## src/rtl/resf_pkg.sv

```systemverilog
// ============================================================================
// resf_pkg
// Shared types, widths and helpers of the ring entry store with offset find.
// ============================================================================
package resf_pkg;

    localparam int SLOTS    = 16;
    localparam int IDX_W    = $clog2(SLOTS);
    localparam int CNT_W    = $clog2(SLOTS + 1);
    localparam int HANDLE_W = 32;
    localparam int SIZE_W   = 16;
    localparam int OFFS_W   = 20;
    localparam int SLOT_W   = 4;
    localparam int SUM_W    = OFFS_W + 1;

    localparam logic OP_ADD  = 1'b0;
    localparam logic OP_FIND = 1'b1;

    typedef logic [IDX_W-1:0] t_idx;
    typedef logic [CNT_W-1:0] t_cnt;

    typedef struct packed {
        logic [HANDLE_W-1:0] handle;
        logic [SIZE_W-1:0]   size;
    } t_entry;

    typedef struct packed {
        logic   we;
        t_idx   waddr;
        t_entry wdata;
        t_idx   raddr;
    } t_ram_req;

    typedef struct packed {
        logic                valid;
        logic                hit;
        logic [SLOT_W-1:0]   slot;
        logic [SIZE_W-1:0]   byte_offset;
        logic [HANDLE_W-1:0] found_handle;
        logic [SIZE_W-1:0]   found_size;
        logic                popped_valid;
        logic [HANDLE_W-1:0] popped_handle;
    } t_result;

    function automatic t_idx next_idx(input t_idx i);
        if (i == t_idx'(SLOTS - 1)) begin
            return '0;
        end
        return i + t_idx'(1);
    endfunction

endpackage

```

## src/rtl/ring_entry_store_with_offset_find.sv

```systemverilog
// ============================================================================
// ring_entry_store_with_offset_find
// Overwriting ring of handle/length entries with a character-offset lookup.
//
// Commands: a transaction is taken on a rising edge with start high and busy
// low. i_opcode selects add (store i_entry_handle/i_entry_size) or find
// (locate i_char_offset across all entries, oldest first).
// Results: each command returns one result, shown for one cycle with o_valid
// high; the receiver cannot stall it.
// Add: busy is high for a single cycle; the result is shown as busy falls. A full
// ring overwrites its oldest entry and reports it on o_popped_valid/handle.
// Find: the walk reads one stored length per cycle through the single read
// port of the entry store and ends at the first hit or after the last stored
// entry; an empty ring reports a miss. The result is shown as busy falls.
// Reset (i_rst_n low, synchronous) empties the ring; entry contents are not
// cleared and need no sweep, as only written entries are ever walked.
// ============================================================================
module ring_entry_store_with_offset_find (
    input  logic                          i_clk,
    input  logic                          i_rst_n,
    input  logic                          start,
    output logic                          busy,
    input  logic                          i_opcode,
    input  logic [resf_pkg::HANDLE_W-1:0] i_entry_handle,
    input  logic [resf_pkg::SIZE_W-1:0]   i_entry_size,
    input  logic [resf_pkg::OFFS_W-1:0]   i_char_offset,
    output logic                          o_valid,
    output logic                          o_hit,
    output logic [resf_pkg::SLOT_W-1:0]   o_slot,
    output logic [resf_pkg::SIZE_W-1:0]   o_byte_offset,
    output logic [resf_pkg::HANDLE_W-1:0] o_found_handle,
    output logic [resf_pkg::SIZE_W-1:0]   o_found_size,
    output logic                          o_popped_valid,
    output logic [resf_pkg::HANDLE_W-1:0] o_popped_handle
);
    import resf_pkg::*;

    t_ram_req ram_req;
    t_entry   ram_rdata;
    t_result  res;

    resf_ram u_ram (
        .i_clk   (i_clk),
        .i_req   (ram_req),
        .o_rdata (ram_rdata)
    );

    resf_ctrl u_ctrl (
        .i_clk          (i_clk),
        .i_rst_n        (i_rst_n),
        .i_start        (start),
        .i_opcode       (i_opcode),
        .i_entry_handle (i_entry_handle),
        .i_entry_size   (i_entry_size),
        .i_char_offset  (i_char_offset),
        .i_rdata        (ram_rdata),
        .o_req          (ram_req),
        .o_busy         (busy),
        .o_res          (res)
    );

    assign o_valid         = res.valid;
    assign o_hit           = res.hit;
    assign o_slot          = res.slot;
    assign o_byte_offset   = res.byte_offset;
    assign o_found_handle  = res.found_handle;
    assign o_found_size    = res.found_size;
    assign o_popped_valid  = res.popped_valid;
    assign o_popped_handle = res.popped_handle;

endmodule

```

## src/rtl/resf_ram.sv

```systemverilog
// ============================================================================
// resf_ram
// Entry store: one write port, one read port, registered read, read-first.
// ============================================================================
module resf_ram (
    input  logic              i_clk,
    input  resf_pkg::t_ram_req i_req,
    output resf_pkg::t_entry   o_rdata
);
    import resf_pkg::*;

    t_entry r_mem [SLOTS];
    t_entry r_rdata;

    always_ff @(posedge i_clk) begin
        if (i_req.we) begin
            r_mem[i_req.waddr] <= i_req.wdata;
        end
        r_rdata <= r_mem[i_req.raddr];
    end

    assign o_rdata = r_rdata;

endmodule

```

## src/rtl/resf_ctrl.sv

```systemverilog
// ============================================================================
// resf_ctrl
// Ring indices, command sequencing and the offset walk over the entry store.
// ============================================================================
module resf_ctrl (
    input  logic                          i_clk,
    input  logic                          i_rst_n,
    input  logic                          i_start,
    input  logic                          i_opcode,
    input  logic [resf_pkg::HANDLE_W-1:0] i_entry_handle,
    input  logic [resf_pkg::SIZE_W-1:0]   i_entry_size,
    input  logic [resf_pkg::OFFS_W-1:0]   i_char_offset,
    input  resf_pkg::t_entry              i_rdata,
    output resf_pkg::t_ram_req            o_req,
    output logic                          o_busy,
    output resf_pkg::t_result             o_res
);
    import resf_pkg::*;

    typedef enum logic [2:0] {
        S_IDLE = 3'b001,
        S_ADD  = 3'b010,
        S_FIND = 3'b100
    } t_state;

    t_state              r_state,     n_state;
    t_idx                r_wr_idx,    n_wr_idx;
    t_idx                r_rd_idx,    n_rd_idx;
    logic                r_full,      n_full;
    logic                r_pop,       n_pop;
    logic [OFFS_W-1:0]   r_offset,    n_offset;
    t_idx                r_iss_idx,   n_iss_idx;
    t_cnt                r_iss_left,  n_iss_left;
    logic                r_chk_valid, n_chk_valid;
    t_idx                r_chk_idx,   n_chk_idx;
    logic [OFFS_W-1:0]   r_before,    n_before;
    t_result             r_res,       n_res;

    t_idx                wr_next;
    t_idx                rd_next;
    t_cnt                count;
    logic [SUM_W-1:0]    sum;
    logic                found;

    always_comb begin
        wr_next = next_idx(r_wr_idx);
        rd_next = next_idx(r_rd_idx);
        if (r_full) begin
            count = t_cnt'(SLOTS);
        end else if (r_wr_idx >= r_rd_idx) begin
            count = t_cnt'(r_wr_idx) - t_cnt'(r_rd_idx);
        end else begin
            count = t_cnt'(r_wr_idx) + t_cnt'(SLOTS) - t_cnt'(r_rd_idx);
        end
        sum   = SUM_W'(r_before) + SUM_W'(i_rdata.size);
        found = r_chk_valid && (sum > SUM_W'(r_offset));
    end

    always_comb begin
        n_state     = r_state;
        n_wr_idx    = r_wr_idx;
        n_rd_idx    = r_rd_idx;
        n_full      = r_full;
        n_pop       = r_pop;
        n_offset    = r_offset;
        n_iss_idx   = r_iss_idx;
        n_iss_left  = r_iss_left;
        n_chk_valid = r_chk_valid;
        n_chk_idx   = r_chk_idx;
        n_before    = r_before;
        n_res       = r_res;
        n_res.valid        = 1'b0;
        n_res.hit          = 1'b0;
        n_res.popped_valid = 1'b0;

        o_req.we    = 1'b0;
        o_req.waddr = r_wr_idx;
        o_req.wdata = '{handle: i_entry_handle, size: i_entry_size};
        o_req.raddr = (r_state == S_IDLE) ? r_rd_idx : r_iss_idx;

        unique case (r_state)
            S_IDLE: begin
                if (i_start) begin
                    if (i_opcode == OP_ADD) begin
                        o_req.we = 1'b1;
                        n_pop    = r_full;
                        n_wr_idx = wr_next;
                        if (r_full) begin
                            n_rd_idx = rd_next;
                        end
                        if (wr_next == (r_full ? rd_next : r_rd_idx)) begin
                            n_full = 1'b1;
                        end
                        n_state = S_ADD;
                    end else begin
                        n_offset    = i_char_offset;
                        n_iss_idx   = r_rd_idx;
                        n_iss_left  = count;
                        n_chk_valid = 1'b0;
                        n_before    = '0;
                        n_state     = S_FIND;
                    end
                end
            end
            S_ADD: begin
                n_res.valid         = 1'b1;
                n_res.hit           = 1'b0;
                n_res.slot          = '0;
                n_res.byte_offset   = '0;
                n_res.found_handle  = '0;
                n_res.found_size    = '0;
                n_res.popped_valid  = r_pop;
                n_res.popped_handle = r_pop ? i_rdata.handle : '0;
                n_state             = S_IDLE;
            end
            S_FIND: begin
                if (r_iss_left != '0) begin
                    n_iss_idx   = next_idx(r_iss_idx);
                    n_iss_left  = r_iss_left - t_cnt'(1);
                    n_chk_valid = 1'b1;
                    n_chk_idx   = r_iss_idx;
                end else begin
                    n_chk_valid = 1'b0;
                end
                if (found) begin
                    n_res.valid         = 1'b1;
                    n_res.hit           = 1'b1;
                    n_res.slot          = SLOT_W'(r_chk_idx);
                    n_res.byte_offset   = SIZE_W'(r_offset - r_before);
                    n_res.found_handle  = i_rdata.handle;
                    n_res.found_size    = i_rdata.size;
                    n_res.popped_valid  = 1'b0;
                    n_res.popped_handle = '0;
                    n_iss_left          = '0;
                    n_chk_valid         = 1'b0;
                    n_state             = S_IDLE;
                end else if (r_chk_valid) begin
                    n_before = OFFS_W'(sum);
                end else if (r_iss_left == '0) begin
                    n_res.valid         = 1'b1;
                    n_res.hit           = 1'b0;
                    n_res.slot          = '0;
                    n_res.byte_offset   = '0;
                    n_res.found_handle  = '0;
                    n_res.found_size    = '0;
                    n_res.popped_valid  = 1'b0;
                    n_res.popped_handle = '0;
                    n_state             = S_IDLE;
                end
            end
            default: begin
                n_state = S_IDLE;
            end
        endcase
    end

    always_ff @(posedge i_clk) begin
        if (!i_rst_n) begin
            r_state            <= S_IDLE;
            r_wr_idx           <= '0;
            r_rd_idx           <= '0;
            r_full             <= 1'b0;
            r_iss_left         <= '0;
            r_chk_valid        <= 1'b0;
            r_res.valid        <= 1'b0;
            r_res.hit          <= 1'b0;
            r_res.popped_valid <= 1'b0;
        end else begin
            r_state     <= n_state;
            r_wr_idx    <= n_wr_idx;
            r_rd_idx    <= n_rd_idx;
            r_full      <= n_full;
            r_iss_left  <= n_iss_left;
            r_chk_valid <= n_chk_valid;
            r_res       <= n_res;
        end
    end

    always_ff @(posedge i_clk) begin
        r_pop     <= n_pop;
        r_offset  <= n_offset;
        r_iss_idx <= n_iss_idx;
        r_chk_idx <= n_chk_idx;
        r_before  <= n_before;
    end

    assign o_busy = (r_state != S_IDLE);
    assign o_res  = r_res;

endmodule

```

## config.mk

```make
export PLATFORM = sky130hd
export DESIGN_NAME = ring_entry_store_with_offset_find
export DESIGN_NICKNAME = d
export VERILOG_FILES = /design/src/rtl/resf_pkg.sv /design/src/rtl/ring_entry_store_with_offset_find.sv /design/src/rtl/resf_ram.sv /design/src/rtl/resf_ctrl.sv
export SDC_FILE = /design/constraint.sdc
export NUM_CORES = 1
export LEC_CHECK = 0
export BUFFER_PORTS_ARGS = -buffer_cell sky130_fd_sc_hd__buf_2
export CAP_MARGIN = 0
export CORE_MARGIN = 10
export CORE_UTILIZATION = 50
export CTS_BUF_LIST = sky130_fd_sc_hd__clkbuf_16
export DETAILED_ROUTE_END_ITERATION = 12
export GPL_TIMING_DRIVEN = 0
export PLACE_DENSITY = 0.8
export SYNTH_ARGS = -nofsm -noshare
export SYNTH_HDL_FRONTEND = slang
export SYNTH_SLANG_ARGS = --single-unit
export TNS_END_PERCENT = 10
```

## constraint.sdc

```tcl
create_clock -name i_clk -period 15.2 [get_ports i_clk]
set_input_delay 1.52 -clock i_clk [delete_from_list [all_inputs] [get_ports i_clk]]
set_output_delay 1.52 -clock i_clk [all_outputs]
set_load 0.05 [all_outputs]
```

==> flow_summary.json, run 1 <==
{
  "coreArea_um2": 79100,
  "cp.required_ns": 15.56,
  "vias": 25800,
  "avgRoutedWirePerCell_um": 24.3,
  "maxCapViolations": 0,
  "setup_viol": 0,
  "grt-ovfl-total": 0,
  "rows": 103,
  "cp_slowest_cell": "nor4b_2",
  "outcome": "finished, final reports clean",
  "antenna_found_initial": 22,
  "synth.area.top_cells": "edfxtp_1 (69%), a211oi_1 (4.3%), nand2_1 (3.9%)",
  "htree_num_levels": 3,
  "cts_made_buffers": 91,
  "place.gp.congestion": 0.854,
  "synth.top_cell.area_share_pct": 68.8,
  "clk_latency_ns": 0.66,
  "grt_pass1_wl_um": 153000,
  "cts_max_path_buffers": 3,
  "clock-sinks": 986,
  "die_h_um": 303,
  "ys_async_sr_fraction_pct": 0,
  "num_io_pins": 176,
  "ant_nets": 0,
  "rsz0062_at_grt": "false",
  "ys_ff_latch": 986,
  "leakage_nw": 15.3,
  "ctsHoldBuffers": 0,
  "critical-path-max-stage-delay_ns": 0.68,
  "min_path_type": "register to register",
  "die_w_um": 303,
  "clock.fmax_mhz": 166,
  "yosysWarnings": 0,
  "layout-drive-gt1-share_pct": 14.2,
  "grt_pass1_vias": 25200,
  "timing.final.crit_share_pct": 39.6,
  "port_buffers": 175,
  "fillers": 5773,
  "layout.nets": 3290,
  "cts_setup_buffers": 0,
  "end_kind": "register",
  "area_growth_pct": 14.5,
  "finalWirelength_um": 104000,
  "peakVddDrop_uv": 86.8,
  "synth_edf_count": 917,
  "mostFrequentLayoutCell": "edfxtp_1",
  "die_area_um2": 91800,
  "crit_arrival_ns": 6.38,
  "synth_cell_types": 65,
  "relSlewSlack_pct": 19.5,
  "worstMarginPinSlew_ns": 1.21,
  "ctsResizeCount": 0,
  "via_per_inst": 6.02,
  "track_usage_pct": 22.0,
  "setup_ws_ns": 9.17,
  "grt_max_degree": 28,
  "post-dp-hpwl_um": 71000,
  "drt-initial-drc-count": 3448,
  "synth.avg_cell_area_um2": 14.1,
  "cts_tree": "done",
  "syn-num-nets": 2976,
  "hold_violations": 0,
  "critPathLaunchType": "register",
  "hold-path-cell-count": 0,
  "seq_area_frac_synth_pct": 72.3,
  "drc": 0,
  "multi_input_area_um2": 10100,
  "seq_area_um2": 28900,
  "cp_cell_sequence": "ha_1, a21o_1, a21oi_1, o21ai_1, a2111o_1, and4_4, or2_2, xor2_1, ha_1, and3_1, nand4_1, a31oi_1, nand4b_1, and4_1, o21ai_2, nand3_1, nor4b_2, buf_4, buf_4, buf_4, buf_4, buf_4",
  "firstDrtPassIters": 8,
  "setup_tns_ns": 0,
  "layout_common_cells": "edfxtp_1 (917), nand2_1 (417), a211oi_1 (230)",
  "reg2reg_depth": 22,
  "dp_slack_ns": 9.25,
  "syn_area_um2": 40000,
  "drv_slew": 0,
  "fin_skew_ns": 0.0290,
  "cts-root-buf": "clkbuf_16",
  "power_density_nw_per_um2": 129,
  "synth_top_cell_by_area": "edfxtp_1",
  "initial_core_util_pct": 50.6,
  "netlist_instances": 2839,
  "period_needed_ns": 6.03,
  "path_max_fanout": 11,
  "crit_path_frequent_cell": "buf_4",
  "clkTransAtPathRegs_ns": 0.07,
  "crit_type": "register to register",
  "dominantRegCellSynth": "edfxtp_1"
}
per-stage QoR:
step           instance area (um2)  hold slack (ns)  power [W]  util, %  cells
5_1_grt                      45800            0.468    0.00605     57.9   4281
2_1_floorplan                40000            0.428    0.00350        -   2839
6_report                     45800            0.466    0.00589     57.9   4285
3_3_place_gp                 42200            0.444    0.00373     53.3   4064
3_5_place_dp                 43000            0.465    0.00376     54.3   4110
4_1_cts                      45800            0.464    0.00588     57.9   4277
path summary, 6_finish.rpt:
path | end | start | slack [ns]
worst max register to register | u_ctrl.o_res[46]$_DFFE_PP_ | u_ctrl.r_before[1]$_SDFFCE_PN0P_ | 9.17
worst min-delay path | u_ctrl.r_pop$_DFFE_PP_ | u_ctrl.r_full$_SDFFE_PN0P_ | 0.47
worst max-delay path | u_ctrl.o_res[46]$_DFFE_PP_ | u_ctrl.r_before[1]$_SDFFCE_PN0P_ | 9.17
worst min register to register | u_ctrl.r_pop$_DFFE_PP_ | u_ctrl.r_full$_SDFFE_PN0P_ | 0.47
power by group:
part | internal (W) | total, W | switching, W
Sequential | 0.00302 | 0.00306 | 0.0000413
Clock | 0.00120 | 0.00217 | 0.000962
Combinational | 0.000211 | 0.000664 | 0.000453
worst max-delay path, delay by kind of cell (launching register included):
family / cells / cell delay [ns]
adders and majority gates: 2 / 0.60
xor gates and xnor gates: 1 / 0.18
AOI/OAI and AO/OA: 6 / 1.30
DFF: 1 / 0.39
buffers and inverters: 5 / 1.14
and+or+nand+nor: 8 / 2.13
logic make-up after synthesis:
family	count (synthesis)	share of synthesized area, %
flops	986	72.3
simple gates	854	10.3
fa+ha+maj	65	2.09
xor+xnor	37	0.810
mux	9	0.303
compound gates	652	11.5
buf+inv	236	2.69
per-layer routing:
| layer | wire [um] | global-route usage [%] | part of all wire [%] |
|---|---|---|---|
| met5 | 153 | 0 | 0.15 |
| met4 | 3640 | 9.03 | 3.5 |
| met3 | 11500 | 4.59 | 11 |
| met2 | 50500 | 36.6 | 48 |
| met1 | 38400 | 28.1 | 37 |
area by class of cell:
type / count / share of cell area (%)
sequential: 986 / 63.1
multi-input combinational: 1617 / 22.1
clock buffer: 94 / 5.13
timing repair buffer: 221 / 3.34
tap: 1050 / 2.87
buffer: 178 / 1.86
clock inverter: 73 / 1.05
inverter: 58 / 0.486
antenna: 8 / 0.0437
state kept, by name (all words and copies together) (netlist names):
| register | count |
|---|---|
| u_ram.r_mem | 768 |
| u_ctrl.o_res | 103 |
| u_ram.o_rdata | 48 |
| u_ctrl.r_before | 20 |
| u_ctrl.r_offset | 20 |
| u_ctrl.r_iss_left | 5 |
| u_ctrl.r_chk_idx | 4 |
| u_ctrl.r_iss_idx | 4 |
| u_ctrl.r_rd_idx | 4 |
| u_ctrl.r_wr_idx | 4 |
| u_ctrl.r_state | 3 |
| u_ctrl.r_chk_valid | 1 |
| u_ctrl.r_full | 1 |
| u_ctrl.r_pop | 1 |
cell usage after synthesis, types with 30 or more instances:
| master | count |
|---|---|
| a211oi_1 | 230 |
| a31oi_1 | 103 |
| and2_0 | 133 |
| nor2_1 | 64 |
| a21oi_1 | 126 |
| a311oi_1 | 98 |
| clkbuf_1 | 107 |
| buf_2 | 41 |
| nand2_1 | 417 |
| inv_1 | 56 |
| edfxtp_1 | 917 |
| ha_1 | 62 |
| and2_1 | 163 |
| dfxtp_1 | 69 |
| o21ai_0 | 30 |
Power figures use the tool's default switching activity.
==> run 2, diff against run 1 <==
--- a/config.mk
+++ b/config.mk
@@ -12,7 +12,7 @@
 export CTS_BUF_LIST = sky130_fd_sc_hd__clkbuf_16
 export DETAILED_ROUTE_END_ITERATION = 12
 export GPL_TIMING_DRIVEN = 0
-export PLACE_DENSITY = 0.8
+export PLACE_DENSITY = 0.78
 export SYNTH_ARGS = -nofsm -noshare
 export SYNTH_HDL_FRONTEND = slang
 export SYNTH_SLANG_ARGS = --single-unit
==> constraint.sdc (replaced) <==
create_clock -name i_clk -period 6.2 [get_ports i_clk]
set_input_delay 0.62 -clock i_clk [delete_from_list [all_inputs] [get_ports i_clk]]
set_output_delay 0.62 -clock i_clk [all_outputs]
set_load 0.05 [all_outputs]
==> run 2 against run 1 <==
Critical path depth is 2 lower. Wire length is essentially flat. Register-to-register slack lost 8.8 ns. Final cell count decreased by 0.21%. Flip-flop and latch count unchanged. Combinational power rose by 150%. Power increased by 150%. Setup slack worse by 8.8 ns. Via count down 0.52%. Non-clock buffer count fell by 9. First-iteration DRC count hardly changed. Global-route usage rose by 0.078 points. Critical endpoint is now u_ctrl.o_res[63]$_DFFE_PP_.
==> flow_summary.json, run 2 (synthesized netlist as in run 1, its figures left out) <==
{
  "outcome": "finished, final reports clean",
  "rows": 103,
  "htree_num_levels": 3,
  "cts-root-buf": "clkbuf_16",
  "antenna_found_initial": 19,
  "via_per_inst": 6.00,
  "initial_core_util_pct": 50.6,
  "die_h_um": 303,
  "power_density_nw_per_um2": 317,
  "timing.final.crit_share_pct": 93.4,
  "end_kind": "register",
  "post-dp-hpwl_um": 70400,
  "fin_skew_ns": 0.0293,
  "firstDrtPassIters": 6,
  "setup_viol": 0,
  "area_growth_pct": 14.3,
  "grt_pass1_wl_um": 154000,
  "cp.required_ns": 6.60,
  "port_buffers": 175,
  "maxCapViolations": 0,
  "crit_type": "register to register",
  "critPathLaunchType": "register",
  "cts_setup_buffers": 0,
  "place.gp.congestion": 0.855,
  "path_max_fanout": 17,
  "worstMarginPinSlew_ns": 1.47,
  "drc": 0,
  "drt-initial-drc-count": 3451,
  "ant_nets": 0,
  "finalWirelength_um": 104000,
  "crit_arrival_ns": 6.20,
  "clkTransAtPathRegs_ns": 0.06,
  "top_register": "u_ram.r_mem",
  "relSlewSlack_pct": 2.20,
  "track_usage_pct": 22.1,
  "grt_max_degree": 29,
  "cts_max_path_buffers": 3,
  "rsz0062_at_grt": "false",
  "cts_tree": "done",
  "largest_reg_flops": 768,
  "min_path_type": "input port to register",
  "finish.utilization_pct": 57.8,
  "leakage_nw": 15.3,
  "clock-sinks": 986,
  "drv_slew": 0,
  "period_needed_ns": 5.79,
  "ctsHoldBuffers": 0,
  "grt_pass1_vias": 25300,
  "hold_violations": 0,
  "avgRoutedWirePerCell_um": 24.4,
  "hold_slack_ns": 0.134,
  "num_io_pins": 176,
  "layout.nets": 3283,
  "peakVddDrop_uv": 237,
  "coreArea_um2": 79100,
  "die_w_um": 303,
  "cts_made_buffers": 93,
  "vias": 25700,
  "layout_common_cells": "edfxtp_1 (917), nand2_1 (417), a211oi_1 (230)",
  "clk_latency_ns": 0.66,
  "die_area_um2": 91800,
  "layout-drive-gt1-share_pct": 14.3,
  "grt-ovfl-total": 0,
  "ctsResizeCount": 0,
  "mostFrequentLayoutCell": "edfxtp_1",
  "clock.fmax_mhz": 173
}
run 2: cell types whose count changed in the layout (fill, tap and decap cells not counted), moves of 3 or more:
cell,previous run,this run
buf_4,24,14
clkinv_2,14,18
clkinvlp_4,2,5
clkinv_1,23,20
buf_6,23,27
diode_2,8,3
buf_16,4,0
run 2: per-layer routing:
layer	GRT usage (%)	wire length, um
met5	0	169
met4	9.02	3510
met3	5.61	11300
met2	36.4	50000
met1	27.8	39100
run 2: metrics by stage:
step	power, W	TNS, ns	instances	area [um2]	setup WS (ns)
after floorplan	0.00860	-69.95	2839	40000	-0.699
after global placement	0.00916	-610.67	4064	42200	-2.26
after detailed placement	0.00922	0	4101	42900	0.496
after CTS	0.0145	0	4273	45700	0.444
after global routing	0.0149	0	4273	45700	0.110
final	0.0145	0	4276	45800	0.407
run 2: final timing paths:
path              depth (start not counted)                             start                            to  slack (ns)
setup / recovery                         20  u_ctrl.r_before[7]$_SDFFCE_PN0P_    u_ctrl.o_res[63]$_DFFE_PP_        0.41
hold / removal                            1                  i_char_offset[8]  u_ctrl.r_offset[8]$_DFFE_PP_        0.13
setup reg to reg                         20  u_ctrl.r_before[7]$_SDFFCE_PN0P_    u_ctrl.o_res[63]$_DFFE_PP_        0.41
hold reg to reg                           0        u_ctrl.r_full$_SDFFE_PN0P_        u_ctrl.r_pop$_DFFE_PP_        0.47
run 2: area by class of cell:
| type | count | area (um2) |
|---|---|---|
| Sequential cell | 986 | 28900 |
| Clock buffer | 94 | 2350 |
| Timing Repair Buffer | 212 | 1410 |
| Tap cell | 1050 | 1310 |
| Clock inverter | 78 | 508 |
| Buffer | 178 | 853 |
| Multi-Input combinational cell | 1617 | 10200 |
| Inverter | 58 | 223 |
| Fill cell | 5798 | 33400 |
| Antenna cell | 3 | 7.51 |
run 2: power by group:
group | total [W] | internal (W) | switching, W
clock network | 0.00537 | 0.00296 | 0.00240
registers | 0.00749 | 0.00740 | 0.0000949
logic | 0.00164 | 0.000519 | 0.00112
run 2: worst max-delay path: stages, from the launching register on:
cell and delay (ns):
edfxtp_1 0.43, ha_1 0.39, a2111oi_0 0.57, nor3_1 0.12, o21a_1 0.16, o21ai_1 0.25
a21oi_1 0.15, and3_1 0.21, xor2_1 0.19, ha_1 0.29, a211o_1 0.30, a2111oi_0 0.61
nand4b_1 0.20, and4_1 0.25, o21ai_2 0.24, nand3_2 0.18, nor4b_4 0.27, buf_6 0.22
buf_6 0.17, buf_8 0.16, buf_8 0.16
